$ cat config.mk
export PLATFORM = sky130hd
export DESIGN_NAME = heater_pi_pwm_controller_unit_flat
export DESIGN_NICKNAME = d
export VERILOG_FILES = /design/src/hpp_pkg.sv /design/src/hpp_if.sv /design/src/heater_pi_pwm_controller_unit.sv /design/src/hpp_ser_mul.sv /design/src/hpp_div_const.sv /design/src/flat_wrapper.sv
export SDC_FILE = /design/constraint.sdc
export NUM_CORES = 1
export LEC_CHECK = 0
export BUFFER_PORTS_ARGS = -buffer_cell sky130_fd_sc_hd__buf_2
export CORE_UTILIZATION = 66
export CTS_BUF_LIST = sky130_fd_sc_hd__clkbuf_2 sky130_fd_sc_hd__clkbuf_4 sky130_fd_sc_hd__clkbuf_8
export DETAILED_ROUTE_END_ITERATION = 12
export PLACE_DENSITY = 0.88
export RECOVER_POWER = 25
export SLEW_MARGIN = 20
export SYNTH_ARGS = -nofsm -noshare
export SYNTH_HDL_FRONTEND = slang
export SYNTH_HIERARCHICAL = 1
export SYNTH_SLANG_ARGS = --single-unit
$ cat constraint.sdc
create_clock -name clk_i -period 10.9 [get_ports clk_i]
set_clock_uncertainty 0.2 [all_clocks]
set_input_delay 0.545 -clock clk_i [delete_from_list [all_inputs] [get_ports clk_i]]
set_output_delay 0.545 -clock clk_i [all_outputs]
set_load 0.03 [all_outputs]
$ cat src/hpp_pkg.sv
// hpp_pkg: shared types, widths and constants of the heater pi pwm controller
// no dependencies; used by the interfaces, the serial units and the top level

package hpp_pkg;

  // field and register widths
  localparam int unsigned TEMP_W   = 13;
  localparam int unsigned ERR_W    = TEMP_W + 1;
  localparam int unsigned KP_W     = 16;
  localparam int unsigned KI_W     = 24;
  localparam int unsigned PERIOD_W = 16;
  localparam int unsigned DUTY_W   = 15;
  localparam int unsigned CMP_W    = 16;
  localparam int unsigned INTEG_W  = 32;
  localparam int unsigned CFG_W    = 24;
  localparam int unsigned CFG_IDX_W = 2;

  // register reset values
  localparam logic [TEMP_W-1:0]   SETPOINT_RST = TEMP_W'(0);
  localparam logic [KP_W-1:0]     KP_RST       = KP_W'(852);
  localparam logic [KI_W-1:0]     KI_RST       = KI_W'(30454);
  localparam logic [PERIOD_W-1:0] PERIOD_RST   = PERIOD_W'(0);

  // shift-add multiplier: signed multiplicand, unsigned multiplier
  localparam int unsigned MUL_A_W   = 32;
  localparam int unsigned MUL_B_W   = 24;
  localparam int unsigned MUL_P_W   = MUL_A_W + MUL_B_W;
  localparam int unsigned MUL_CNT_W = $clog2(MUL_B_W);

  // fixed-point scaling
  localparam int unsigned P_SHIFT   = 4;
  localparam int unsigned I_SHIFT   = 20;
  localparam int unsigned PTERM_W   = KP_W + ERR_W + 1 - P_SHIFT;
  localparam int unsigned ITERM_W   = MUL_P_W - I_SHIFT;
  localparam int unsigned RAW_W     = ITERM_W + 1;
  localparam int unsigned DUTY_FULL = 25600;

  // compare value: (duty * period) >> 8, then divided by 100
  localparam int unsigned CMP_PRE_SHIFT = 8;
  localparam int unsigned CMP_DIVISOR   = 100;
  localparam int unsigned DIV_N_W       = 23;
  localparam int unsigned DIV_R_W       = 7;
  localparam int unsigned DIV_CNT_W     = $clog2(DIV_N_W);

  typedef enum logic [CFG_IDX_W-1:0] {
    REG_SETPOINT = 2'd0,
    REG_KP       = 2'd1,
    REG_KI       = 2'd2,
    REG_PERIOD   = 2'd3
  } cfg_reg_e;

  typedef enum logic [2:0] {
    ST_IDLE,
    ST_MUL_P,
    ST_MUL_I,
    ST_CLAMP,
    ST_MUL_C,
    ST_DIV,
    ST_PUSH
  } ctrl_state_e;

endpackage

$ cat src/hpp_if.sv
// hpp_if: valid/ready channels for the measurement word and the result word
// depends on hpp_pkg for the field widths

interface hpp_meas_if;
  logic                         valid;
  logic                         ready;
  logic [hpp_pkg::TEMP_W-1:0]   measured_temp;

  modport source (output valid, output measured_temp, input ready);
  modport sink   (input valid, input measured_temp, output ready);
endinterface

interface hpp_res_if;
  logic                         valid;
  logic                         ready;
  logic [hpp_pkg::DUTY_W-1:0]   duty;
  logic [hpp_pkg::CMP_W-1:0]    pwm_cmp;
  logic                         clamped_high;
  logic                         clamped_low;

  modport source (output valid, output duty, output pwm_cmp,
                  output clamped_high, output clamped_low, input ready);
  modport sink   (input valid, input duty, input pwm_cmp,
                  input clamped_high, input clamped_low, output ready);
endinterface

$ cat src/heater_pi_pwm_controller_unit.sv
// heater_pi_pwm_controller_unit: pi heater controller with clamped duty and pwm compare value
// depends on hpp_pkg, hpp_if, hpp_ser_mul and hpp_div_const

// One measured temperature word in gives one result word out. The block forms
// error = setpoint - measured, adds it to a 32-bit integral that saturates, and builds
// duty = (kp*error >>> 4) + (ki*integral >>> 20) in 1/256 percent, clamped to 0..25600
// with flags for either clamp. The compare value is floor(duty*period/25600). All three
// products go through one shared shift-add multiplier that retires one multiplier bit
// per cycle (24 steps each), and the compare value then goes through a bit-serial divide
// by one hundred (23 steps) before the result is registered in the output register.
// Only one word is in flight; a new word is taken as soon as the previous result sits
// in the output register, even if it is not yet taken.
// Configuration writes land at once and must only happen while the block is idle.

module heater_pi_pwm_controller_unit (
  input  logic                             clk_i,
  input  logic                             rst_ni,
  input  logic                             cfg_we_i,
  input  logic [hpp_pkg::CFG_IDX_W-1:0]    cfg_idx_i,
  input  logic [hpp_pkg::CFG_W-1:0]        cfg_data_i,
  hpp_meas_if.sink                         meas_i,
  hpp_res_if.source                        res_o
);

  // configuration registers
  logic [hpp_pkg::TEMP_W-1:0]     setpoint_q;
  logic [hpp_pkg::KP_W-1:0]       kp_q;
  logic [hpp_pkg::KI_W-1:0]       ki_q;
  logic [hpp_pkg::PERIOD_W-1:0]   period_q;

  // controller state and intermediate terms
  hpp_pkg::ctrl_state_e           state_q, state_d;
  logic signed [hpp_pkg::INTEG_W-1:0] integ_q;
  logic signed [hpp_pkg::PTERM_W-1:0] pterm_q;
  logic signed [hpp_pkg::RAW_W-1:0]   raw_q;
  logic [hpp_pkg::DUTY_W-1:0]     duty_q, duty_d;
  logic                           hi_q, hi_d, lo_q, lo_d;
  logic [hpp_pkg::CMP_W-1:0]      cmp_q;

  // output register
  logic                           out_valid_q, out_valid_d;
  logic [hpp_pkg::DUTY_W-1:0]     out_duty_q;
  logic [hpp_pkg::CMP_W-1:0]      out_cmp_q;
  logic                           out_hi_q, out_lo_q;

  // handshake and datapath controls
  logic                           in_ready, accept, push;
  logic                           mul_start, mul_done, div_start, div_done;
  logic signed [hpp_pkg::MUL_A_W-1:0] mul_a;
  logic [hpp_pkg::MUL_B_W-1:0]    mul_b;
  logic signed [hpp_pkg::MUL_P_W-1:0] prod;
  logic [hpp_pkg::CMP_W-1:0]      quo;

  logic signed [hpp_pkg::ERR_W-1:0]   err;
  logic signed [hpp_pkg::INTEG_W:0]   integ_sum;
  logic signed [hpp_pkg::INTEG_W-1:0] integ_sat;
  logic signed [hpp_pkg::ITERM_W-1:0] iterm;
  logic signed [hpp_pkg::RAW_W-1:0]   raw_sum;

  assign accept = meas_i.valid && in_ready;

  // error of the incoming word, one bit wider than the temperatures
  assign err = $signed({1'b0, setpoint_q}) - $signed({1'b0, meas_i.measured_temp});

  // saturating integral update
  assign integ_sum = {integ_q[hpp_pkg::INTEG_W-1], integ_q}
                   + {{(hpp_pkg::INTEG_W + 1 - hpp_pkg::ERR_W){err[hpp_pkg::ERR_W-1]}}, err};
  always_comb begin
    if (integ_sum[hpp_pkg::INTEG_W] != integ_sum[hpp_pkg::INTEG_W-1]) begin
      integ_sat = integ_sum[hpp_pkg::INTEG_W]
                ? {1'b1, {(hpp_pkg::INTEG_W - 1){1'b0}}}
                : {1'b0, {(hpp_pkg::INTEG_W - 1){1'b1}}};
    end else begin
      integ_sat = integ_sum[hpp_pkg::INTEG_W-1:0];
    end
  end

  // integral term: floor of the product over 2^20 is the upper product bits
  assign iterm   = prod[hpp_pkg::MUL_P_W-1:hpp_pkg::I_SHIFT];
  assign raw_sum = {{(hpp_pkg::RAW_W - hpp_pkg::PTERM_W){pterm_q[hpp_pkg::PTERM_W-1]}}, pterm_q}
                 + {iterm[hpp_pkg::ITERM_W-1], iterm};

  // clamp to 0..100 percent, signed compare so a negative raw duty is never high
  always_comb begin
    hi_d   = 1'b0;
    lo_d   = 1'b0;
    duty_d = raw_q[hpp_pkg::DUTY_W-1:0];
    if (raw_q > $signed(hpp_pkg::RAW_W'(hpp_pkg::DUTY_FULL))) begin
      hi_d   = 1'b1;
      duty_d = hpp_pkg::DUTY_W'(hpp_pkg::DUTY_FULL);
    end else if (raw_q[hpp_pkg::RAW_W-1]) begin
      lo_d   = 1'b1;
      duty_d = '0;
    end
  end

  assign push = (state_q == hpp_pkg::ST_PUSH) && (!out_valid_q || res_o.ready);

  // next state
  always_comb begin
    state_d = state_q;
    case (state_q)
      hpp_pkg::ST_IDLE:  if (accept)   state_d = hpp_pkg::ST_MUL_P;
      hpp_pkg::ST_MUL_P: if (mul_done) state_d = hpp_pkg::ST_MUL_I;
      hpp_pkg::ST_MUL_I: if (mul_done) state_d = hpp_pkg::ST_CLAMP;
      hpp_pkg::ST_CLAMP: state_d = hpp_pkg::ST_MUL_C;
      hpp_pkg::ST_MUL_C: if (mul_done) state_d = hpp_pkg::ST_DIV;
      hpp_pkg::ST_DIV:   if (div_done) state_d = hpp_pkg::ST_PUSH;
      hpp_pkg::ST_PUSH:  if (push)     state_d = hpp_pkg::ST_IDLE;
      default:           state_d = hpp_pkg::ST_IDLE;
    endcase
  end

  // sequencer outputs: input ready, multiplier operands and unit starts
  always_comb begin
    in_ready  = 1'b0;
    mul_start = 1'b0;
    div_start = 1'b0;
    mul_a     = '0;
    mul_b     = '0;
    case (state_q)
      hpp_pkg::ST_IDLE: begin
        // proportional product: error times kp
        in_ready  = 1'b1;
        mul_start = accept;
        mul_a     = {{(hpp_pkg::MUL_A_W - hpp_pkg::ERR_W){err[hpp_pkg::ERR_W-1]}}, err};
        mul_b     = {{(hpp_pkg::MUL_B_W - hpp_pkg::KP_W){1'b0}}, kp_q};
      end
      hpp_pkg::ST_MUL_P: begin
        // integral product: integral times ki
        mul_start = mul_done;
        mul_a     = integ_q;
        mul_b     = ki_q;
      end
      hpp_pkg::ST_CLAMP: begin
        // compare product: clamped duty times period
        mul_start = 1'b1;
        mul_a     = {{(hpp_pkg::MUL_A_W - hpp_pkg::DUTY_W){1'b0}}, duty_d};
        mul_b     = {{(hpp_pkg::MUL_B_W - hpp_pkg::PERIOD_W){1'b0}}, period_q};
      end
      hpp_pkg::ST_MUL_C: div_start = mul_done;
      default: begin
      end
    endcase
  end

  assign out_valid_d = push ? 1'b1 : (res_o.ready ? 1'b0 : out_valid_q);

  always_ff @(posedge clk_i or negedge rst_ni) begin
    if (!rst_ni) begin
      state_q     <= hpp_pkg::ST_IDLE;
      out_valid_q <= 1'b0;
      integ_q     <= '0;
      setpoint_q  <= hpp_pkg::SETPOINT_RST;
      kp_q        <= hpp_pkg::KP_RST;
      ki_q        <= hpp_pkg::KI_RST;
      period_q    <= hpp_pkg::PERIOD_RST;
    end else begin
      state_q     <= state_d;
      out_valid_q <= out_valid_d;
      if (accept) begin
        integ_q <= integ_sat;
      end
      if (cfg_we_i) begin
        case (hpp_pkg::cfg_reg_e'(cfg_idx_i))
          hpp_pkg::REG_SETPOINT: setpoint_q <= cfg_data_i[hpp_pkg::TEMP_W-1:0];
          hpp_pkg::REG_KP:       kp_q       <= cfg_data_i[hpp_pkg::KP_W-1:0];
          hpp_pkg::REG_KI:       ki_q       <= cfg_data_i[hpp_pkg::KI_W-1:0];
          hpp_pkg::REG_PERIOD:   period_q   <= cfg_data_i[hpp_pkg::PERIOD_W-1:0];
          default: begin
          end
        endcase
      end
    end
  end

  // payload registers
  always_ff @(posedge clk_i) begin
    if (state_q == hpp_pkg::ST_MUL_P && mul_done) begin
      // proportional term: floor of the product over 16
      pterm_q <= prod[hpp_pkg::PTERM_W + hpp_pkg::P_SHIFT - 1:hpp_pkg::P_SHIFT];
    end
    if (state_q == hpp_pkg::ST_MUL_I && mul_done) begin
      raw_q <= raw_sum;
    end
    if (state_q == hpp_pkg::ST_CLAMP) begin
      duty_q <= duty_d;
      hi_q   <= hi_d;
      lo_q   <= lo_d;
    end
    if (state_q == hpp_pkg::ST_DIV && div_done) begin
      cmp_q <= quo;
    end
    if (push) begin
      out_duty_q <= duty_q;
      out_cmp_q  <= cmp_q;
      out_hi_q   <= hi_q;
      out_lo_q   <= lo_q;
    end
  end

  hpp_ser_mul u_mul (
    .clk_i   (clk_i),
    .rst_ni  (rst_ni),
    .start_i (mul_start),
    .a_i     (mul_a),
    .b_i     (mul_b),
    .done_o  (mul_done),
    .prod_o  (prod)
  );

  // duty*period over 25600 is (product >> 8) over 100
  hpp_div_const u_div (
    .clk_i   (clk_i),
    .rst_ni  (rst_ni),
    .start_i (div_start),
    .num_i   (prod[hpp_pkg::DIV_N_W + hpp_pkg::CMP_PRE_SHIFT - 1:hpp_pkg::CMP_PRE_SHIFT]),
    .done_o  (div_done),
    .quo_o   (quo)
  );

  assign meas_i.ready        = in_ready;
  assign res_o.valid         = out_valid_q;
  assign res_o.duty          = out_duty_q;
  assign res_o.pwm_cmp       = out_cmp_q;
  assign res_o.clamped_high  = out_hi_q;
  assign res_o.clamped_low   = out_lo_q;

endmodule

$ cat src/hpp_ser_mul.sv
// hpp_ser_mul: radix-2 shift-add multiplier, one multiplier bit per cycle
// signed multiplicand times unsigned multiplier; depends on hpp_pkg

module hpp_ser_mul (
  input  logic                                clk_i,
  input  logic                                rst_ni,
  input  logic                                start_i,
  input  logic signed [hpp_pkg::MUL_A_W-1:0]  a_i,
  input  logic [hpp_pkg::MUL_B_W-1:0]         b_i,
  output logic                                done_o,
  output logic signed [hpp_pkg::MUL_P_W-1:0]  prod_o
);

  logic signed [hpp_pkg::MUL_A_W-1:0]   a_q;
  logic signed [hpp_pkg::MUL_A_W:0]     hi_q, hi_d, sum;
  logic [hpp_pkg::MUL_B_W-1:0]          lo_q, lo_d;
  logic [hpp_pkg::MUL_CNT_W-1:0]        cnt_q, cnt_d;
  logic                                 run_q, run_d, done_q, done_d;
  logic                                 last;

  assign last = (cnt_q == hpp_pkg::MUL_CNT_W'(hpp_pkg::MUL_B_W - 1));

  // add the multiplicand when the current multiplier bit is set
  assign sum = hi_q + (lo_q[0] ? {a_q[hpp_pkg::MUL_A_W-1], a_q}
                               : {(hpp_pkg::MUL_A_W + 1){1'b0}});

  always_comb begin
    hi_d   = hi_q;
    lo_d   = lo_q;
    cnt_d  = cnt_q;
    run_d  = run_q;
    done_d = 1'b0;
    if (start_i) begin
      hi_d  = '0;
      lo_d  = b_i;
      cnt_d = '0;
      run_d = 1'b1;
    end else if (run_q) begin
      hi_d  = sum >>> 1;
      lo_d  = {sum[0], lo_q[hpp_pkg::MUL_B_W-1:1]};
      cnt_d = cnt_q + 1'b1;
      if (last) begin
        run_d  = 1'b0;
        done_d = 1'b1;
      end
    end
  end

  always_ff @(posedge clk_i or negedge rst_ni) begin
    if (!rst_ni) begin
      run_q  <= 1'b0;
      done_q <= 1'b0;
      cnt_q  <= '0;
    end else begin
      run_q  <= run_d;
      done_q <= done_d;
      cnt_q  <= cnt_d;
    end
  end

  always_ff @(posedge clk_i) begin
    hi_q <= hi_d;
    lo_q <= lo_d;
    if (start_i) begin
      a_q <= a_i;
    end
  end

  assign done_o = done_q;
  assign prod_o = {hi_q[hpp_pkg::MUL_A_W-1:0], lo_q};

endmodule

$ cat src/hpp_div_const.sv
// hpp_div_const: restoring divider by the constant hundred, one quotient bit per cycle
// depends on hpp_pkg

module hpp_div_const (
  input  logic                              clk_i,
  input  logic                              rst_ni,
  input  logic                              start_i,
  input  logic [hpp_pkg::DIV_N_W-1:0]       num_i,
  output logic                              done_o,
  output logic [hpp_pkg::CMP_W-1:0]         quo_o
);

  logic [hpp_pkg::DIV_R_W-1:0]    rem_q, rem_d;
  logic [hpp_pkg::DIV_N_W-1:0]    quo_q, quo_d;
  logic [hpp_pkg::DIV_CNT_W-1:0]  cnt_q, cnt_d;
  logic                           run_q, run_d, done_q, done_d;
  logic [hpp_pkg::DIV_R_W:0]      trial;
  logic                           fits;

  assign trial = {rem_q, quo_q[hpp_pkg::DIV_N_W-1]};
  assign fits  = (trial >= (hpp_pkg::DIV_R_W + 1)'(hpp_pkg::CMP_DIVISOR));

  always_comb begin
    rem_d  = rem_q;
    quo_d  = quo_q;
    cnt_d  = cnt_q;
    run_d  = run_q;
    done_d = 1'b0;
    if (start_i) begin
      rem_d = '0;
      quo_d = num_i;
      cnt_d = '0;
      run_d = 1'b1;
    end else if (run_q) begin
      // remainder stays below the divisor, so the trial fits one extra bit
      rem_d = fits ? hpp_pkg::DIV_R_W'(trial - (hpp_pkg::DIV_R_W + 1)'(hpp_pkg::CMP_DIVISOR))
                   : trial[hpp_pkg::DIV_R_W-1:0];
      quo_d = {quo_q[hpp_pkg::DIV_N_W-2:0], fits};
      cnt_d = cnt_q + 1'b1;
      if (cnt_q == hpp_pkg::DIV_CNT_W'(hpp_pkg::DIV_N_W - 1)) begin
        run_d  = 1'b0;
        done_d = 1'b1;
      end
    end
  end

  always_ff @(posedge clk_i or negedge rst_ni) begin
    if (!rst_ni) begin
      run_q  <= 1'b0;
      done_q <= 1'b0;
      cnt_q  <= '0;
    end else begin
      run_q  <= run_d;
      done_q <= done_d;
      cnt_q  <= cnt_d;
    end
  end

  always_ff @(posedge clk_i) begin
    rem_q <= rem_d;
    quo_q <= quo_d;
  end

  // quotient never exceeds sixteen bits for in-range duty and period
  assign done_o = done_q;
  assign quo_o  = quo_q[hpp_pkg::CMP_W-1:0];

endmodule

$ cat src/flat_wrapper.sv
// flat-port wrapper written by rule: the top's interface ports become plain ports
module heater_pi_pwm_controller_unit_flat 
  (clk_i, rst_ni, cfg_we_i, cfg_idx_i, cfg_data_i, meas_i_valid, meas_i_measured_temp, meas_i_ready, res_o_valid, res_o_duty, res_o_pwm_cmp, res_o_clamped_high, res_o_clamped_low, res_o_ready);
  hpp_meas_if meas_i_i ();
  hpp_res_if res_o_i ();
  input  logic clk_i;
  input  logic rst_ni;
  input  logic cfg_we_i;
  input  logic [hpp_pkg::CFG_IDX_W-1:0] cfg_idx_i;
  input  logic [hpp_pkg::CFG_W-1:0] cfg_data_i;
  input wire logic [$bits(meas_i_i.valid)-1:0] meas_i_valid;
  input wire logic [$bits(meas_i_i.measured_temp)-1:0] meas_i_measured_temp;
  output wire logic [$bits(meas_i_i.ready)-1:0] meas_i_ready;
  output wire logic [$bits(res_o_i.valid)-1:0] res_o_valid;
  output wire logic [$bits(res_o_i.duty)-1:0] res_o_duty;
  output wire logic [$bits(res_o_i.pwm_cmp)-1:0] res_o_pwm_cmp;
  output wire logic [$bits(res_o_i.clamped_high)-1:0] res_o_clamped_high;
  output wire logic [$bits(res_o_i.clamped_low)-1:0] res_o_clamped_low;
  input wire logic [$bits(res_o_i.ready)-1:0] res_o_ready;
  assign meas_i_i.valid = meas_i_valid;
  assign meas_i_i.measured_temp = meas_i_measured_temp;
  assign meas_i_ready = meas_i_i.ready;
  assign res_o_valid = res_o_i.valid;
  assign res_o_duty = res_o_i.duty;
  assign res_o_pwm_cmp = res_o_i.pwm_cmp;
  assign res_o_clamped_high = res_o_i.clamped_high;
  assign res_o_clamped_low = res_o_i.clamped_low;
  assign res_o_i.ready = res_o_ready;
  heater_pi_pwm_controller_unit u_core (.clk_i(clk_i), .rst_ni(rst_ni), .cfg_we_i(cfg_we_i), .cfg_idx_i(cfg_idx_i), .cfg_data_i(cfg_data_i), .meas_i(meas_i_i), .res_o(res_o_i));
endmodule
* Word level (Yosys, flattened, before mapping) *
Index checks and enable logic that the tools add are counted.

cells by class
  add/sub/neg operators = 7
  $mul = 0
  div/mod/pow operators = 0
  $lt $le $gt $ge = 2
  equality and inequality tests = 18
  shifts and indexed selects = 0
  mux-type cells = 42
  bitwise logic cells = 0
  reduce and logical (&&, ||, !) cells = 17

operators by type and width
  cell                                                  count
  one-hot mux 32 bit (3 select lines)                   1
  one-hot mux 24 bit (3 select lines)                   1
  two-way mux 32 bit                                    2
  two-way mux 24 bit                                    2
  two-way mux 23 bit                                    2
  adder 27 x 36 -> 37 bit                               1
  > comparator 37 x 16 -> 1 bit, second input constant  1
  adder 32 x 14 -> 33 bit                               1
  adder 33 bit                                          1
  two-way mux 33 bit                                    1
  two-way mux 15 bit                                    2
  one-hot mux 3 bit (7 select lines)                    1
  two-way mux 5 bit                                     4
  two-way mux 1 bit                                     18
  two-way mux 3 bit                                     6
  subtractor 13 x 13 -> 14 bit                          1
  adder 5 x 1 -> 5 bit, second input constant           2
  equality test 5 bit, second input constant            2
  equality test 3 bit, second input constant            3
  >= comparator 8 x 7 -> 1 bit, second input constant   1
  != test 2 bit, second input constant                  4
  AND reduction 2 bit                                   4
  two-way mux 7 bit                                     1
  subtractor 7 bit, second input constant               1
  14 further kinds                                      23

word-level totals
  register bits after elaboration = 367
  latch bits = 0
  bits in writable memories = 0
  memory bits (read-only) = 0
  input bits = 44
  output and inout bits = 35
  logic and storage cells = 114
  memories = 0

* Longest topological paths before layout *
  depth after elaboration = 5
  gate-level depth with buffers = 22

* Cells and area by module *
The synthesis kept the hierarchy.

modules (own cells, without submodules)
  module                         times used  cells an instance  area an instance (sq um)  sequential area each (sq um)
  heater_pi_pwm_controller_unit  1           1216               13175.1                   6551.3
  hpp_ser_mul                    1           505                5358.9                    2497.4
  hpp_div_const                  1           146                1818.0                    1006.0

* Worst setup path before layout *
No wires, ideal clock.

  path type = input port to flip-flop
  from = input meas_i_measured_temp[1]
  to = register u_core/integ_q[20] (netlist bit)
  data arrival time = 4.988 ns
  required time = 10.575 ns
  setup slack = 5.588 ns
  stages on the path = 19
  buffers on the path = 1
  cell sequence = inv_1 -> ha_1 -> nor2b_1 -> o21ai_0 -> a21boi_0 -> nor4_1 -> o31ai_1 -> o41ai_1 -> o21a_1 -> ha_1 -> a21o_1 -> a21o_1 -> a221oi_2 -> or3b_1 -> o31ai_1 -> nor3b_1 -> buf_2 -> maj3_1 -> mux2_2

on the way
  word-level cells in the longest chain between the ends = 4

ends and longest elaborated chain
  element                                                     line                                                                      source
  from (decl)                                                 flat_wrapper.sv:12                                                        input wire logic [$bits(meas_i_i.measured_temp)-1:0] meas_i_measured_temp;
  subtractor 13 x 13 -> 14 bit *                              heater_pi_pwm_controller_unit.sv:63                                       assign err = $signed({1'b0, setpoint_q}) - $signed({1'b0, meas_i.measured_temp});
  adder 32 x 14 -> 33 bit *                                   heater_pi_pwm_controller_unit.sv:67                                       + {{(hpp_pkg::INTEG_W + 1 - hpp_pkg::ERR_W){err[hpp_pkg::ERR_W-1]}}, err};
  two-way mux 32 bit / != test 1 bit (equally long branches)  heater_pi_pwm_controller_unit.sv:71, heater_pi_pwm_controller_unit.sv:69
  two-way mux 32 bit *                                        heater_pi_pwm_controller_unit.sv:69                                       if (integ_sum[hpp_pkg::INTEG_W] != integ_sum[hpp_pkg::INTEG_W-1]) begin
  to (signal assigned)                                        heater_pi_pwm_controller_unit.sv:162                                      integ_q <= integ_sat;
  to (decl)                                                   heater_pi_pwm_controller_unit.sv:33                                       logic signed [hpp_pkg::INTEG_W-1:0] integ_q;

Every way passes the cells marked *; elsewhere a longest branch is shown, timed or not.
A chain may end at the register's enable or synchronous reset.

* Worst setup path in the final report *
  from = register u_core/setpoint_q[1] (netlist bit)
  to = register u_core/integ_q[15] (netlist bit)

on the way
  word-level cells in the longest chain between the ends = 4

ends and longest elaborated chain
  element                                                     line                                                                      source
  from (decl)                                                 heater_pi_pwm_controller_unit.sv:26                                       logic [hpp_pkg::TEMP_W-1:0] setpoint_q;
  from (signal assigned)                                      heater_pi_pwm_controller_unit.sv:154                                      setpoint_q <= hpp_pkg::SETPOINT_RST;
  from (signal assigned)                                      heater_pi_pwm_controller_unit.sv:166                                      hpp_pkg::REG_SETPOINT: setpoint_q <= cfg_data_i[hpp_pkg::TEMP_W-1:0];
  subtractor 13 x 13 -> 14 bit *                              heater_pi_pwm_controller_unit.sv:63
  adder 32 x 14 -> 33 bit *                                   heater_pi_pwm_controller_unit.sv:67
  two-way mux 32 bit / != test 1 bit (equally long branches)  heater_pi_pwm_controller_unit.sv:71, heater_pi_pwm_controller_unit.sv:69
  two-way mux 32 bit *                                        heater_pi_pwm_controller_unit.sv:69

Marked as above.

==> impl_metrics.yaml <==
cts:
  cts.sinks: 367
  clk_pin_slew_ns: 0.07
  clock_latency_ns: 0.62
  root_buffer: "clkbuf_8"
  cts_buffer_depth: 3
  cts_tree: "done"
  htree_levels: 2
  cts_buffers: 57
  cts_resized: 0
  hold_buffers: 21
  cts_setup_buffers: 0
yosys:
  avgSynthCellArea_um2: 10.9
  syn_inst: 1867
  synth-seq-cells: 367
  syn_area_um2: 20400
  synth-edff-count: 209
  ys_seq_area_share_pct: 49.4
  ys.flop_type: "edfxtp_1"
  synthArstFlopShare_pct: 32.4
  ys_types: 88
  ys_warn_count: 6
  syn_nets: 2033
die:
  dieArea_um2: 31500
  die_w_um: 178
  ios: 79
  fp-row-count: 63
  initial_core_util_pct: 67.9
  die_height_um: 178
  core_um2: 30000
power:
  p_leak_nw: 9.44
  powerDensity_nw_per_um2: 311
  irDropWorstVdd_v: 0.000143
setup_path:
  worstSetupStartpointType: "register"
  crit_arrival_ns: 6.68
  crit_fanout: 21
  path_class: "reg -> reg"
  required_ns: 11.13
  critPathCaptureType: "register"
sta:
  min_period_ns: 6.45
  fin_crit_sh_pct: 59.1
  rsz0062_at_grt: "no"
  relSlewSlack_pct: -141
  finalSetupViolCount: 0
  timing.fmax_mhz: 155
  finalMaxSlewViolations: 106
  timing_hold_violations_final: 0
  worst_pin_slew_ns: 3.62
  fin_tns_setup_ns: 0
routing:
  drt_pass1_iterations: 8
  ant_nets: 0
  wl_um: 51000
  vias: 15452
  drc_errors: 0
  wl_per_cell_um: 21.3
  drt_iter0_drc: 1448
  viasPerCell: 6.46
placement:
  numPortBuffers: 78
  placed_area_um2: 21000
  gp_congestion: 0.988
  dpl.hpwl_um: 35300
layout:
  layout_common_cells: "209 x edfxtp_1, 159 x nor2_1, 127 x nand2_1, 126 x a21oi_1, 118 x ha_1"
  area_growth_pct: 10.5
  layout_commonest_cell: "edfxtp_1"
  antenna_cells: 0
  nets: 2120
  postLayoutCellArea_um2: 22500
  layout-drive-gt1-share_pct: 18.3
min_path:
  hold_class: "in -> reg"
grt:
  groute.usage.overall_pct: 32.9
  grt_antenna_before_repair: 0
  gr-total-overflow: 0
  grt_pass1_wl_um: 80100
  grt_pass1_vias: 15044
  grt_start_max_net_pins: 65
outcome:
  violations: "capacitance limit, slew limit"
  status: "complete, but fails checks"
job:
  cap_violations: 3
## Yosys cell counts (all sizes together), types with 5 or more instances
| master | n | share of area [%] |
|---|---|---|
| mux2 | 116 | 6.4 |
| o22ai | 6 | 0.18 |
| dfstp | 16 | 2.1 |
| o21ai | 91 | 2.3 |
| nor2b | 21 | 0.65 |
| nand4 | 22 | 0.68 |
| inv | 57 | 1.1 |
| o21bai | 11 | 0.41 |
| buf | 37 | 1.1 |
| edfxtp | 209 | 31 |
| a21oi | 128 | 3.2 |
| nand2 | 128 | 2.4 |
| a211oi | 9 | 0.39 |
| nor2 | 160 | 3.0 |
| a21o | 58 | 2.1 |
| a22o | 6 | 0.26 |
| o21a | 15 | 0.55 |
| xnor2 | 61 | 2.6 |
| or4 | 5 | 0.18 |
| ha | 118 | 7.3 |
| nor3 | 23 | 0.57 |
| o41ai | 8 | 0.34 |
| a221o | 5 | 0.25 |
| and2 | 66 | 2.0 |
| clkbuf | 53 | 0.98 |
| nand3 | 39 | 0.98 |
| a21boi | 5 | 0.18 |
| dfrtp | 103 | 13 |
| or3 | 6 | 0.18 |
| nor3b | 9 | 0.36 |
| xor2 | 33 | 1.4 |
| a31oi | 16 | 0.57 |
| a221oi | 5 | 0.31 |
| o211ai | 12 | 0.44 |
| o31ai | 23 | 0.87 |
| nand2b | 16 | 0.53 |
| a22oi | 6 | 0.22 |
| and3 | 8 | 0.25 |
| dfxtp | 39 | 3.8 |
| a222oi | 5 | 0.25 |
| nor4 | 15 | 0.46 |
| mux2i | 33 | 1.6 |
## worst max-delay path, stage by stage, from the launching register on
cell,delay (ns)
dfrtp_1,0.40
ha_1,0.28
nor2b_1,0.13
o21ai_0,0.21
a21boi_0,0.19
nor4_1,0.30
o31ai_1,0.16
o41ai_1,0.43
o21a_1,0.76
ha_1,0.44
a21o_1,0.21
a21o_1,0.19
a221oi_2,0.37
or3b_1,0.38
o31ai_1,0.27
nor3b_2,0.08
buf_4,0.21
and2b_1,0.22
nor2_1,0.57
o21ai_0,0.23
## stage by stage
stage	total power, mW	setup slack, ns	hold slack (ns)	util [%]	instances
finish	7.00	4.45	0.00928	75.1	2393
detailed placement	5.59	4.32	0.205	70.1	2264
global placement	5.45	4.59	0.200	70.1	2264
CTS	6.90	4.58	0.0000829	75.2	2393
floorplan	4.74	5.59	0.0494	-	1867
global route	7.42	4.25	0.0156	75.1	2393
## state kept, by name (all words and copies together) (netlist names), 3 cells and up
| register | cells |
|---|---|
| u_core/cmp_q | 16 |
| u_core/duty_q | 15 |
| u_core/integ_q | 32 |
| u_core/ki_q | 24 |
| u_core/kp_q | 16 |
| u_core/period_q | 16 |
| u_core/pterm_q | 27 |
| u_core/raw_q | 37 |
| u_core/res_o.duty | 15 |
| u_core/res_o.pwm_cmp | 16 |
| u_core/setpoint_q | 13 |
| u_core/state_q | 3 |
| u_core/u_div/cnt_q | 5 |
| u_core/u_div/quo_q | 23 |
| u_core/u_div/rem_q | 7 |
| u_core/u_mul/a_q | 32 |
| u_core/u_mul/cnt_q | 5 |
| u_core/u_mul/hi_q | 32 |
| u_core/u_mul/lo_q | 24 |
## path summary, 6_finish.rpt
check                           slack [ns]  cells past startpoint                              end                             start
worst max register to register        4.45                     19   u_core/integ_q[15]$_DFFE_PN0P_  u_core/setpoint_q[1]$_DFFE_PN0P_
worst min register to register        0.19                      0  u_core/res_o.duty[11]$_DFFE_PP_       u_core/duty_q[11]$_DFFE_PP_
max in group asynchronous             6.78                      3   u_core/integ_q[30]$_DFFE_PN0P_                            rst_ni
min in group asynchronous             1.50                      2      u_core/kp_q[11]$_DFFE_PN0P_                            rst_ni
worst min-delay path                 0.009                      2       u_core/kp_q[3]$_DFFE_PN0P_                     cfg_data_i[3]
worst max-delay path                  4.45                     19   u_core/integ_q[15]$_DFFE_PN0P_  u_core/setpoint_q[1]$_DFFE_PN0P_
## cell families (layout without fill, tap and decap cells)
kind of cell | Yosys count | in the layout | share of synthesized area, %
XOR/XNOR | 94 | 94 | 4.05
buffers and inverters | 147 | 283 | 3.13
multiplexers | 149 | 149 | 8.04
AND/OR/NAND/NOR | 538 | 538 | 13.0
adder cells (fa/ha/maj) | 125 | 125 | 7.80
flip-flops | 367 | 367 | 49.4
AO/OA/AOI/OAI | 447 | 447 | 14.6
## where the power goes
| part | total, mW | switching (mW) | internal (mW) |
|---|---|---|---|
| Combinational | 3.51 | 2.07 | 1.44 |
| Clock | 1.28 | 0.548 | 0.728 |
| Sequential | 2.22 | 0.324 | 1.89 |
## cell type report
class	instances	area, um^2
Multi-Input combinational cell	1353	9710
Fill cell	1963	7460
Sequential cell	367	10100
Timing Repair Buffer	118	737
Clock inverter	10	121
Clock buffer	98	1170
Tap cell	390	488
Inverter	57	214
## layer usage
layer	routed length, um	vias to the layer above	GRT usage (%)
met5	0	-	0
met4	1670	0	12.0
met3	4160	129	5.72
met2	24300	806	53.9
met1	20900	7439	44.0
li1	-	7078	-
Power figures use the tool's default switching activity.
